`config.mk`:
```
export PLATFORM = sky130hd
export DESIGN_NAME = hmlp_mod_unit
export DESIGN_NICKNAME = d
export VERILOG_FILES = /design/src/hmlp_pkg.sv /design/src/hmlp_mod_unit.sv
export SDC_FILE = /design/constraint.sdc
export NUM_CORES = 1
export LEC_CHECK = 0
export BUFFER_PORTS_ARGS = -buffer_cell sky130_fd_sc_hd__buf_2
export CAP_MARGIN = 20
export CORE_AREA = 2 2 53 55
export CTS_BUF_LIST = sky130_fd_sc_hd__clkbuf_16
export DETAILED_ROUTE_END_ITERATION = 10
export DIE_AREA = 0 0 55 57
export PLACE_DENSITY_LB_ADDON = 0.3
export REMOVE_ABC_BUFFERS = 1
export SYNTH_ARGS = -nofsm -noshare
export SYNTH_HDL_FRONTEND = slang
export SYNTH_SLANG_ARGS = --single-unit
```
`constraint.sdc`:
```
create_clock -name clk -period 1.1 [get_ports clk]
set_input_delay 0 -clock clk [delete_from_list [all_inputs] [get_ports clk]]
set_output_delay 0 -clock clk [all_outputs]
set_load 0.1 [all_outputs]
```
`src/hmlp_pkg.sv`:
```
package hmlp_pkg;

	localparam int KEY_W = 20;
	localparam int VAL_W = 20;
	localparam int OP_W  = 2;
	localparam int TAG_W = 2;
	localparam int ST_W  = 2;

	localparam logic [OP_W-1:0] OP_PUT    = 2'd0;
	localparam logic [OP_W-1:0] OP_GET    = 2'd1;
	localparam logic [OP_W-1:0] OP_REMOVE = 2'd2;
	localparam logic [OP_W-1:0] OP_NOP    = 2'd3;

	localparam logic [TAG_W-1:0] TAG_EMPTY = 2'd0;
	localparam logic [TAG_W-1:0] TAG_USED  = 2'd1;
	localparam logic [TAG_W-1:0] TAG_TOMB  = 2'd2;

	localparam logic [ST_W-1:0] ST_OK   = 2'd0;
	localparam logic [ST_W-1:0] ST_MISS = 2'd1;
	localparam logic [ST_W-1:0] ST_FULL = 2'd2;

	typedef struct packed {
		logic             tag_en;
		logic             key_en;
		logic             val_en;
		logic [TAG_W-1:0] tag;
		logic [KEY_W-1:0] key;
		logic [VAL_W-1:0] val;
	} slot_wr_t;

	typedef struct packed {
		logic [TAG_W-1:0] tag;
		logic [KEY_W-1:0] key;
		logic [VAL_W-1:0] val;
	} slot_rd_t;

endpackage

```
`src/hmlp_mod_unit.sv`:
```
module hmlp_mod_unit import hmlp_pkg::*; #(
	parameter int TABLE_SIZE = 1024
) (
	input  logic                                       clk,
	input  logic                                       arst_n,
	input  logic                                       start,
	input  logic [KEY_W-1:0]                           key,
	output logic                                       done,
	output logic [((TABLE_SIZE > 1) ? $clog2(TABLE_SIZE) : 1)-1:0] rem
);

	localparam int IDX_W  = (TABLE_SIZE > 1) ? $clog2(TABLE_SIZE) : 1;
	localparam int PROD_W = 2 * KEY_W;
	// The reciprocal is scaled by 2^KEY_W, so the quotient taken from it is at most
	// one short and a single compare and subtract finishes the remainder.
	localparam logic [KEY_W-1:0] RECIP   = KEY_W'((1 << KEY_W) / TABLE_SIZE);
	localparam logic [KEY_W-1:0] DIVISOR = KEY_W'(TABLE_SIZE);

	localparam logic [1:0] STEP_QUOT = 2'd0;
	localparam logic [1:0] STEP_DIFF = 2'd1;
	localparam logic [1:0] STEP_FIX  = 2'd2;

	logic              busy_q;
	logic              done_q;
	logic [1:0]        step_q;
	logic [KEY_W-1:0]  key_q;
	logic [KEY_W-1:0]  quot_q;
	logic [KEY_W-1:0]  diff_q;
	logic [IDX_W-1:0]  rem_q;

	logic [KEY_W-1:0]  mul_a;
	logic [KEY_W-1:0]  mul_b;
	logic [PROD_W-1:0] prod;
	logic [KEY_W-1:0]  diff_fix;

	// One multiplier serves both the quotient estimate and the product of the
	// quotient with the table size.
	always_comb begin
		mul_a    = (step_q == STEP_QUOT) ? key_q : quot_q;
		mul_b    = (step_q == STEP_QUOT) ? RECIP : DIVISOR;
		prod     = PROD_W'(mul_a) * PROD_W'(mul_b);
		diff_fix = (diff_q >= DIVISOR) ? diff_q - DIVISOR : diff_q;
	end

	always_ff @(posedge clk or negedge arst_n) begin
		if (!arst_n) begin
			busy_q <= 1'b0;
			done_q <= 1'b0;
			step_q <= STEP_QUOT;
		end else begin
			done_q <= 1'b0;
			if (start) begin
				busy_q <= 1'b1;
				step_q <= STEP_QUOT;
			end else if (busy_q) begin
				if (step_q == STEP_FIX) begin
					busy_q <= 1'b0;
					done_q <= 1'b1;
					step_q <= STEP_QUOT;
				end else begin
					step_q <= step_q + 1'b1;
				end
			end
		end
	end

	always_ff @(posedge clk) begin
		if (start) begin
			key_q <= key;
		end else if (busy_q) begin
			unique case (step_q)
				STEP_QUOT: begin
					quot_q <= prod[PROD_W-1:KEY_W];
				end
				STEP_DIFF: begin
					diff_q <= key_q - prod[KEY_W-1:0];
				end
				default: begin
					rem_q <= diff_fix[IDX_W-1:0];
				end
			endcase
		end
	end

	assign done = done_q;
	assign rem  = rem_q;

endmodule

```
Yosys cells after proc, flatten, opt, wreduce, memory -nomap -nowiden
Cells that the tools add are included.

Flip-flop bits (word level): 64. Input port bits: 23. Output and inout bits: 11. Logic and storage cells: 32.

Add/subtract/negate cells: 3. Order comparisons: 1. Equal/unequal tests: 2. Multiplexer cells: 11. Bitwise operators: 2. Reductions and logical operators: 6.

Operators by type and width (number): 20-bit by 11-bit >= comparator with 1-bit output, second input constant (1); 10-bit two-way mux (2); 20-bit subtractor (1); 10-bit by 1-bit subtractor with 10-bit output, second input constant (1); 3-bit AND reduction (3); 1-bit two-way mux (6); 2-bit two-way mux (3); 2-bit by 1-bit adder with 2-bit output, second input constant (1); 2-bit by 1-bit == test with 1-bit output, second input constant (1); 2-bit == test, second input constant (1); 2-bit logical NOT (1); 1-bit NOT (2); 2-bit nonzero test (1); 2-bit OR reduction (1).

Longest topological paths before layout
Gate-level depths: netlist of run 1.

Depth in word-level cells: 4. Gate-level depth with buffers: 2. Mapped depth without buffers: 2.

Least setup slack after synthesis of run 1
OpenSTA, ideal clock, no wires.

Kind: register to register. Start point: reg step_q[1]. End point: reg diff_q[0], enable pin. Library setup time: 349 ps. Arrival time: 880 ps. Data required time: 751 ps. Slack: -129 ps. Cell stages (with the launch flop): 2. Buffers on the path: 0. Period minus slack after synthesis: 1229 ps. Path through: dfrtp_1 -> and4bb_1.

Word-level cells in the longest chain between the ends: 2.

Ends and longest elaborated chain: start, declared (RTL line hmlp_mod_unit.sv:25) `logic [1:0] step_q;`; start signal, assigned (RTL line hmlp_mod_unit.sv:61) `step_q <= step_q + 1'b1;`; 2-bit by 1-bit == test with 1-bit output (RTL line hmlp_mod_unit.sv:71) `unique case (step_q)`; 3-bit AND reduction (no source line); end signal, assigned (RTL line hmlp_mod_unit.sv:76) `diff_q <= key_q - prod[KEY_W-1:0];`; end, declared (RTL line hmlp_mod_unit.sv:28) `logic [KEY_W-1:0] diff_q;`.

Every way passes these cells. A chain may end at the register's enable or synchronous reset.

Worst setup path after layout of run 1
Start point: reg step_q[1]. End point: reg diff_q[1], enable pin.

Same word-level chain as after synthesis.

==> impl_summary.md, run 1 <==
Timing
Setup total negative slack on the finished layout was measured at -0.405 ns. Timing would allow up to 0.875 GHz. The number of hold violations in the final report is 0. Setup repair after global routing could not meet its margin everywhere.

Setup violations remaining at the end of the flow were counted as 10. In the post-route analysis, the smallest setup slack over all paths is -0.0426 ns. The max-slew violation count is 0. The slew at the pin with the worst max-slew slack is 0.495 ns. Final hold analysis gives a worst-case slack of 0.0474 ns. The final clock skew is 0.00363 ns. After layout, the minimum clock period comes to 1.14 ns. The worst pin sits at a relative slew slack of 0.672. In the finished design, the share of the clock period the worst path needs comes to 1.04.

Logic synthesis
The mapped netlist covers 0.00107 mm^2. Counting flops and latches in the post-synthesis netlist gives 34. The biggest area consumer among synthesized cells is edfxtp_1. The post-synthesis sequential area ratio is 0.935. The area share of the leading cell type in the synthesized netlist is 0.841. By area the synthesized netlist is led by edfxtp_1 84%, dfrtp_1 9.3%, a21o_1 2.1%. The mean post-synth cell area is 24.9 um^2. The total number of yosys warnings is 0. The number of distinct library cells after synthesis is 9. The number of instances in the synthesized netlist is 43.

Detailed routing
In the routed layout, each cell is associated on average with a via count of 4.38. Dividing the detail-routed wire length by the instance count gives 12.4 um. The detail route stage leaves a number of antenna-violating nets equal to 0. After the first detailed-routing iteration, the DRC count stood at 10. After detailed routing, the number of remaining DRC violations is 0. The first detailed-routing pass ran for 3 iterations. The overall via count from detail_route is 525. The final layout contains routed wiring with a total length of 1.48 mm.

Run status
The final reports fail on negative setup slack. The flow ran to the end, but the final reports show violations.

Clock network
The clock tree from TritonCTS is yes. The post-CTS setup-driven buffer insertion count is 0. For the worst-skew pair, the clock arrives at the later sink with an insertion delay of 0.27 ns. After clock tree synthesis, the clock-pin slew on the worst setup and hold paths is 0.05 ns. The total CTS buffers is 5.

The clock passes through at most 2 buffers. The clock drives 34 sinks. CTS built an H-tree with a depth of 2.

The clock root buffer is clkbuf_16.

GRT
The largest net degree at the start of global routing is 12. Summed over all layers, the global routing overflow is 0. The first global-routing pass estimated 2.38 mm of wire. The number of antenna violations at the first check in global routing came to 0. The number of global-route vias before repair is 549.

The total global routing track utilization is 0.120.

Setup path
Measured in cells, the most critical reg-to-reg path has a length of 2. The critical path is of the flip-flop to flip-flop type. The setup check on the worst reg-to-reg path leaves a slack of -0.04 ns.

The most critical setup path has its startpoint at step_q[1]. STA classifies the critical path startpoint as a flip-flop. Along the worst path, the maximum fanout reaches 10. The worst register-to-register path begins at step_q[1].

Data arrives at the worst endpoint at 1.13 ns. The endpoint identified for the worst register-to-register timing path is diff_q[1]. The data required time of the worst path is 1.08 ns. The kind of end point of the critical path is a flip-flop.

Power and ir drop
After layout, the design draws a total of 3140 uW. The maximum vdd ir drop is 0.00185 V. The static leakage power is 0.000607 uW. The power per unit of standard cell area is 2070 mW/mm^2.

Placement
The final weighted congestion of routability-driven global placement is 0.635. The cell total after placement is 102. The number of buffers added on ports is 23.

Final layout
The number of antenna diodes in the final layout is 0. Of the cells placed in the final design, the portion with a size suffix greater than 1 is 0.393. From synthesis to final layout, the design area changed by 41.7%. The most common library cell in the layout ignoring fill and taps is edfxtp_1.

After the flow finishes, the layout carries non-filler instances totaling 120. In the final design database the tool counted 112 nets. The library cells used most frequently in the layout, excluding fill and tap cells, are 30 x edfxtp_1, 23 x buf_2, 11 x dlygate4sd3_1.

Floorplanning
The area of the die is 0.00314 mm^2. The initial core utilization is 0.410. The total core area is 0.00262 mm^2. In this run the horizontal extent of the chip is 55 um.

The I/O pin total is 34. The number of core rows is 19. The die height is 57 um.

Flow run
The number of max-cap violations is 0.

Min path
The kind of path behind the tightest hold check is input pin to flip-flop. The end point of the most critical hold path is busy_q. The worst hold path startpoint is start. The worst hold path passes through 2 cells.
## metal layers
layer / part of all wire / wire (um) / up-vias / GRT usage
met2: 0.51 / 757 / 20 / 0.165
met1: 0.40 / 588 / 242 / 0.131
met5: 0 / 0 / - / 0
met4: 0.018 / 26 / 0 / 0.0732
li1: - / - / 259 / -
met3: 0.074 / 110 / 4 / 0.0864
## sequential cells by signal, indices dropped and copies added (netlist names)
register  cells
diff_q       10
step_q        2
busy_q        1
done          1
key_q        10
rem          10
## Yosys cell counts, drive strengths merged
master   n
nand2b   1
nor2     1
a21o     3
edfxtp  30
dfrtp    4
and3b    1
and4bb   1
nor4b    1
nor2b    1
## power by group
part / leakage (uW) / switching (uW) / internal (uW)
sequential: 0.000330 / 30.3 / 1530
combinational: 0.000205 / 227 / 122
clock: 0.0000723 / 421 / 804
total: 0.000607 / 678 / 2460
## logic make-up (layout without fill, tap and decap cells)
kind of cell / count (synthesis) / after routing / synth area share
buffers and inverters: 0 / 46 / 0
AO/OA/AOI/OAI: 3 / 3 / 0.0210
flip-flops: 34 / 34 / 0.935
AND/OR/NAND/NOR: 6 / 6 / 0.0444
## critical path, stage by stage, from the launching register on
cell	delay [ns]
dfrtp_1	0.38
and4bb_2	0.34
buf_12	0.14
## area by class of cell
type,instances,area (um^2)
clock inverter,2,7.51
multi-input combinational,9,70.1
clock buffer,5,125
tap,31,38.8
fill,213,1100
sequential,34,1000
timing repair buffer,39,275
## stage by stage
stage	utilization	area, um^2	setup WS (ns)
after global routing	0.580	1520	-0.0716
final	0.580	1520	-0.0426
after global placement	0.488	1270	-0.0255
after detailed placement	0.488	1270	-0.0566
after CTS	0.580	1520	-0.0484
after floorplan	-	1070	-0.129
## timing repair
item / 4_1_cts / 5_1_grt
endpoints found under the setup margin: 10 / 10
gates resized for setup: 1 / 0
hold buffers: 11 / 0
endpoints found under the hold margin: 14 / 0
pin swaps: 1 / 0
## worst max path at each step
stage | slack, ns | endpoint | cells after the start
after floorplan | -0.13 | diff_q[0] | 1
after global placement | -0.03 | diff_q[8] | 2
after detailed placement | -0.06 | diff_q[4] | 2
after CTS | -0.05 | diff_q[3] | 2
after global routing | -0.07 | diff_q[1] | 2
final | -0.04 | diff_q[1] | 2
Power figures use the tool's default switching activity.
==> inputs of run 2 (changes only) <==
--- a/config.mk
+++ b/config.mk
@@ -5,12 +5,13 @@
 export SDC_FILE = /design/constraint.sdc
 export NUM_CORES = 1
 export LEC_CHECK = 0
+export ABC_AREA = 1
 export BUFFER_PORTS_ARGS = -buffer_cell sky130_fd_sc_hd__buf_2
 export CAP_MARGIN = 20
-export CORE_AREA = 2 2 53 55
+export CORE_AREA = 2 2 54 56
 export CTS_BUF_LIST = sky130_fd_sc_hd__clkbuf_16
 export DETAILED_ROUTE_END_ITERATION = 10
-export DIE_AREA = 0 0 55 57
+export DIE_AREA = 0 0 56 58
 export PLACE_DENSITY_LB_ADDON = 0.3
 export REMOVE_ABC_BUFFERS = 1
 export SYNTH_ARGS = -nofsm -noshare
==> run 2 against run 1 <==
Effect of this change:
- synthesized area increased by 0.82%
- wire length decreased by 1.3%
- the flow now finishes without violations
- final cell count increased by 10%
- via count increased by 10%
- critical path type unchanged
- die area increased by 3.6%
==> impl_summary.md, run 2 <==
Timing
At the pin with the least slew margin, the transition time is 0.485 ns. The number of hold violations in the final report came to 0. Setup violations remaining at the end of the flow were counted as 0. Of the available clock period, the critical path in the final layout requires 0.973. Counting I/O delays and the setup requirement, the final critical path takes 1.07 ns. Final hold analysis gives a worst-case slack of 0.0604 ns. The relative slew slack is 0.679. The maximum clock frequency is 0.934 GHz. Setup repair after global routing could not meet its margin everywhere. The final clock skew is 0.00513 ns.

The max-slew violation count came to 0.

Setup path
The setup path with the least slack is of type flip-flop to flip-flop. The largest stage delay on the critical path is 0.39 ns. The kind of end point of the critical path is a flip-flop. The cell family contributing the most delay on the critical path is flip-flops. The data required time of the worst path is 1.09 ns. In this run the worst path has a maximum fanout of 10. Traced cell by cell, the critical path runs through inv_1, nor2_1, nand2_1, inv_2, buf_12. The largest individual stage delay along the critical path comes from the cell dfrtp_1. The worst setup path is launched from a flip-flop. The number of buffer and inverter stages on the critical path is 3.

The critical path arrival is 1.06 ns.

GRT
The first-pass GRT wire length is 2.44 mm. Entering global routing, the biggest net connects 12 pins. The number of global-route vias before repair is 592. For this run, the total global-route usage over all layers was measured as 0.112. For this run the aggregate overflow at the end of global routing stands at 0.

The number of antenna violations at the first check in global routing is 0.

Power and ir drop
The maximum vdd ir drop is 0.00177 V. The analysis attributes to cell leakage a power of 0.000640 uW. Dividing total power by cell area gives a power density of 2220 mW/mm^2.

Clock network
In this run the post-CTS setup repair buffer count came out at 0. The maximum level of the CTS H-tree is 2. The clock-pin slew reported for the worst setup and hold paths after clock tree synthesis is 0.05 ns. The TritonCTS sink count is 34. No sink is reached through more buffers than the 2 on the longest clock path. CTS placed an instance of clkbuf_16 at the clock tree root. Buffers inserted during clock tree synthesis total 5. For the worst-skew pair, the clock arrives at the later sink with an insertion delay of 0.27 ns. The clock tree from TritonCTS is yes.

Detailed routing
The detailed-route wire length per cell is 11.1 um. The number of design rule violations left after detail routing is 0. The number of detailed-route iterations in the first pass is 4. The number of nets with antenna violations after routing is 0. Wires add up to 1.46 mm. The average vias per placed instance is 4.38. The final route contains 578 vias. For this block, the initial DRC count from the detailed router was 7.

Logic synthesis
The total of flip-flops plus latches after synthesis is 34. Yosys instantiated no cell more often than edfxtp_1. The total standard cell area after synthesis is 0.00108 mm^2. The post-synthesis sequential area ratio is 0.927.

The most frequently used flop master after synthesis is edfxtp_1. Counting flops with a built-in enable in the synthesized netlist gives 30. The number of instances in the synthesized netlist is 54. For this run, the number of Yosys warnings is 0.

The area share of the leading cell type in the synthesized netlist is 0.834. After synthesis, the most frequently instantiated cells are 30 x edfxtp_1, 6 x nand2_1, 6 x nor2_1. The number of distinct library cells after synthesis is 8. The mean post-synth cell area is 20.0 um^2.

Ranked by total cell area, the synthesized netlist is headed by edfxtp_1 83%, dfrtp_1 9.3%, nand2_1 2.1%. Counting flops with an async set or reset pin after synthesis yields a share of 0.118. The biggest area consumer among synthesized cells is edfxtp_1.

Floorplanning
In this run the core area contains 19 standard-cell rows. From bottom edge to top edge, the die measures 58 um. The I/O pin total is 34. For this configuration, the core starts out at a cell density of 0.406.

The die is 56 um wide. The total core area is 0.00266 mm^2. The floorplan step defined a die boundary enclosing 0.00325 mm^2.

Final layout
In the final design database the tool counted 123 nets. In the layout the commonest cells are 30 x edfxtp_1, 23 x buf_2, 11 x dlygate4sd3_1. The share of layout cells above drive strength 1 is 0.376. The most common library cell in the layout ignoring fill and taps is edfxtp_1. 0 antenna diodes ended up in the layout.

The layout-stage area growth over the synthesis result is 45.0%. The non-filler instance count after layout is 132.

Min path
The tightest min-delay check is of the input pin to asynchronous set/reset pin type.

Placement
The placed wire-length estimate after detailed placement is 916 um. Once placement completed, the tool counted placed cells totaling 113. Buffers placed on the I/O ports in this run total 23. The final weighted congestion of routability-driven global placement is 0.635.

Flow run
The number of max-cap violations is 0.

Run status
The flow ran to the end, and the final reports show no timing, DRC or antenna violations.
run 2: cell count changes after synthesis, moves of 3 or more:
cell / change
inv_1: +5
a21o_1: -3
nand2_1: +6
nor2_1: +5
run 2: path summary, 6_finish.rpt:
path                       slack, ns  startpoint  cells after the start         to
setup / recovery                0.03      busy_q                      5  diff_q[4]
setup reg to reg                0.03      busy_q                      5  diff_q[4]
hold / removal                  0.06      arst_n                      2  step_q[0]
max in group asynchronous       0.92      arst_n                      2  step_q[1]
hold reg to reg                 0.42   diff_q[2]                      0     rem[2]
min in group clk                0.06       start                      1   key_q[7]
run 2: cells by family (layout without fill, tap and decap cells):
group	after synthesis	after routing	synth area share
and+or+nand+nor	14	14	0.0510
DFF	34	34	0.927
AOI/OAI and AO/OA	1	1	0.00463
buffers and inverters	5	52	0.0174
run 2: power breakdown:
group | switching [uW] | internal (uW)
Clock | 460 | 1060
Sequential | 31.3 | 1540
Combinational | 266 | 122
run 2: area by class of cell:
type | count | area (um^2)
Timing Repair Buffer | 39 | 279
Multi-Input combinational cell | 15 | 62.6
Clock inverter | 3 | 40.0
Clock buffer | 5 | 125
Inverter | 5 | 18.8
Sequential cell | 34 | 1000
Tap cell | 31 | 38.8
Fill cell | 210 | 1100
run 2: metal layers:
metal | vias up | share of wire | global-route usage
met4 | 0 | 0.035 | 0.112
li1 | 284 | - | -
met3 | 4 | 0.070 | 0.0513
met1 | 271 | 0.38 | 0.0966
met5 | - | 0 | 0
met2 | 19 | 0.52 | 0.187
run 2: timing repair:
item / 4_1_cts / 5_1_grt
endpoints found under the setup margin: 0 / 20
resized for setup: 0 / 3
hold buffers: 11 / 0
endpoints found under the hold margin: 14 / 0
run 2: worst register-to-register path, stage by stage (launching register included):
cell and delay, ns:
dfrtp_1 0.39, inv_1 0.05, nor2_1 0.08, nand2_1 0.08, inv_2 0.07, buf_12 0.12
run 2: metrics by stage:
stage / total power, uW / setup WS, ns / TNS, ns / instance area, um^2 / util
6_report: 3480 / 0.0297 / 0 / 1570 / 0.588
5_1_grt: 3610 / -0.0497 / -0.469 / 1570 / 0.588
4_1_cts: 3510 / 0.000960 / 0 / 1560 / 0.586
3_5_place_dp: 1950 / 0.0213 / 0 / 1280 / 0.482
3_3_place_gp: 1930 / 0.0341 / 0 / 1280 / 0.482
2_1_floorplan: 1820 / -0.178 / -1.87 / 1080 / -
==> inputs of run 3 (changes only) <==
--- a/config.mk
+++ b/config.mk
@@ -6,12 +6,12 @@
 export NUM_CORES = 1
 export LEC_CHECK = 0
 export ABC_AREA = 1
-export BUFFER_PORTS_ARGS = -buffer_cell sky130_fd_sc_hd__buf_2
 export CAP_MARGIN = 20
-export CORE_AREA = 2 2 54 56
+export CORE_AREA = 2 2 49 51
 export CTS_BUF_LIST = sky130_fd_sc_hd__clkbuf_16
 export DETAILED_ROUTE_END_ITERATION = 10
-export DIE_AREA = 0 0 56 58
+export DIE_AREA = 0 0 51 53
+export DONT_BUFFER_PORTS = 1
 export PLACE_DENSITY_LB_ADDON = 0.3
 export REMOVE_ABC_BUFFERS = 1
 export SYNTH_ARGS = -nofsm -noshare
==> run 3 against run 2 <==
Effect of this change:
- the run now ends with negative hold slack left
- flip-flop and latch count unchanged
- core utilization increased by 13 points
- hold slack got worse by 0.23 ns
- highest routed layer unchanged
==> impl_summary.md, run 3 (synthesis gave the netlist of run 2 again) <==
Clock network
The cell sitting at the root of the clock tree is a clkbuf_16. The clock-pin slew reported for the worst setup and hold paths after clock tree synthesis is 0.05 ns. The buffer depth of the longest clock path is 2. The total CTS buffers is 5. The clock insertion delay at the later pin of the skew report is 0.27 ns. Clock tree synthesis found a total of 34 sinks. The maximum level of the CTS H-tree is 2.

The clock tree from TritonCTS is yes. In this run, post-CTS hold repair placed 12 buffers.

Flow run
The number of max-cap violations is 0.

Floorplanning
The die is 51 um wide. The I/O pin total is 34. The die height is 53 um. The initial core utilization is 0.503. The die covers 0.00270 mm^2. The floorplan has 17 rows. The total core area is 0.00215 mm^2.

Timing
The number of hold violations in the final report is 13. The least setup slack across all paths after layout is 0.0345 ns. For the pin with the worst max-slew slack, the measured transition is 0.279 ns. The setup violation total in the final timing report is 0. For this run, the top clock speed supported by timing is 0.939 GHz.

The shortest period the worst path allows is 1.07 ns. In the finished design, the share of the clock period the worst path needs comes to 0.969. On the final layout, the worst hold slack is -0.167 ns. Measured against its own limit, the worst slew margin works out to 0.815. The max-slew violation count is 0. The clock arrives with 0.00434 ns of skew.

Final layout
Leaving out fill and tap cells, the most frequent cell in the layout is edfxtp_1. The top cell types in the final layout, fill and taps aside, are 30 x edfxtp_1, 16 x buf_4, 12 x dlygate4sd3_1. The post-layout net count is 115. The layout-stage area growth over the synthesis result is 41.9%. The repair_antennas step left the layout with diodes totalling 0. Of the cells placed in the final design, the portion with a size suffix greater than 1 is 0.280. The non-filler instance count after layout is 121. The area of all placed cells without fillers is 0.00153 mm^2.

Detailed routing
In this run the remaining antenna-violating nets after routing total 0. The average vias per placed instance is 4.55. The number of DRC markers after the initial detailed-route iteration is 13. The number of detailed-route iterations in the first pass is 4.

Detailed routing inserted a total of 551 vias. The total detailed-routing wirelength is 1.63 mm. For this run, design rule violations remaining after detail routing come to 0.

The detailed-route wire length per cell is 13.5 um.

Setup path
The largest stage delay on the critical path is 0.38 ns. The maximum fanout along the worst path is 5. The critical-path cell with the highest stage delay is dfrtp_1. The worst setup path is launched from a flip-flop. Traced cell by cell, the critical path runs through inv_1, nor2_4, buf_4. The critical path arrival is 1.05 ns. The critical path in this run is classified as flip-flop to flip-flop. The worst setup path is captured at a flip-flop.

For the worst setup path, the data required time is 1.09 ns.

Placement
Routability-driven placement finished with a final weighted congestion of 0.677. The worst-case setup slack after placement is 0.0184 ns. The cell total after placement is 98. The placed instance area is 0.00123 mm^2. The wire-length estimate of the detail-placed layout is 921 um.

Input and output buffers added on the ports amount to 0.

Power and ir drop
The static leakage power is 0.000600 uW. Power spread over the standard cell area amounts to 2120 mW/mm^2. VDD sags by at most 0.00180 V.

GRT
The total congestion overflow is 0. Across every metal layer, demand over resource in global routing totals 0.143. The first global-routing pass estimated 2.48 mm of wire.

The number of global-route vias before repair was 589. The largest net degree at the start of global routing is 15. The number of antenna violations at the first check in global routing is 0.

Run status
The run finished, with violations left. The final reports fail on negative hold slack.

Min path
The kind of path behind the tightest hold check is input pin to flip-flop.
-- run 3: cell types whose count changed in the layout (fill, tap and decap cells not counted), moves of 2 or more --
cell      before  now
buf_2         23    0
clkinv_2       2    0
clkinv_1       0    3
buf_6          1    3
buf_4          3   16
-- run 3: per-stage QoR --
step	util	power, uW	hold slack (ns)	TNS (ns)
6_report	0.713	3240	-0.167	0
5_1_grt	0.713	3360	-0.175	-0.125
4_1_cts	0.694	3210	-0.171	0
3_5_place_dp	0.575	1920	-0.295	0
3_3_place_gp	0.575	1910	-0.295	0
2_1_floorplan	-	1820	-0.296	-1.87
-- run 3: critical path: cells and delay by family, from the launching register on --
family        cells  cell delay (ns)
flops             1             0.38
simple gates      1             0.14
buf+inv           2             0.26
-- run 3: timing repair --
| item | 4_1_cts | 5_1_grt |
|---|---|---|
| endpoints found under the hold margin | 28 | 13 |
| gates resized for setup | 0 | 8 |
| setup buffers | 0 | 2 |
| endpoints found under the setup margin | 0 | 20 |
-- run 3: power breakdown --
| part | internal (uW) | switching [uW] | total (uW) |
|---|---|---|---|
| registers | 1540 | 33.2 | 1570 |
| clock network | 811 | 454 | 1270 |
| logic | 138 | 265 | 403 |
-- run 3: final timing paths --
path / to / start / slack (ns) / cells past startpoint
max: rem[1] / step_q[1] / 0.03 / 3
max in group asynchronous: done / arst_n / 0.91 / 1
min reg2reg: rem[8] / diff_q[8] / 0.42 / 0
min: key_q[2] / start / -0.17 / 0
max reg2reg: rem[1] / step_q[1] / 0.03 / 3
min in group asynchronous: busy_q / arst_n / 0.01 / 1
-- run 3: layout make-up --
type                            instances  area (um^2)
Timing Repair Buffer                   31          274
Multi-Input combinational cell         15         67.6
Sequential cell                        34         1000
Fill cell                             143          616
Clock buffer                            5          125
Inverter                                5         18.8
Tap cell                               28         35.0
Clock inverter                          3         11.3
-- run 3: metal layers --
layer / wire length [um] / part of all wire / global-route usage / vias up
met4: 32 / 0.020 / 0.0811 / 0
li1: - / - / - / 269
met2: 885 / 0.54 / 0.255 / 20
met1: 591 / 0.36 / 0.127 / 258
met5: 0 / 0 / 0 / -
met3: 121 / 0.074 / 0.0763 / 4
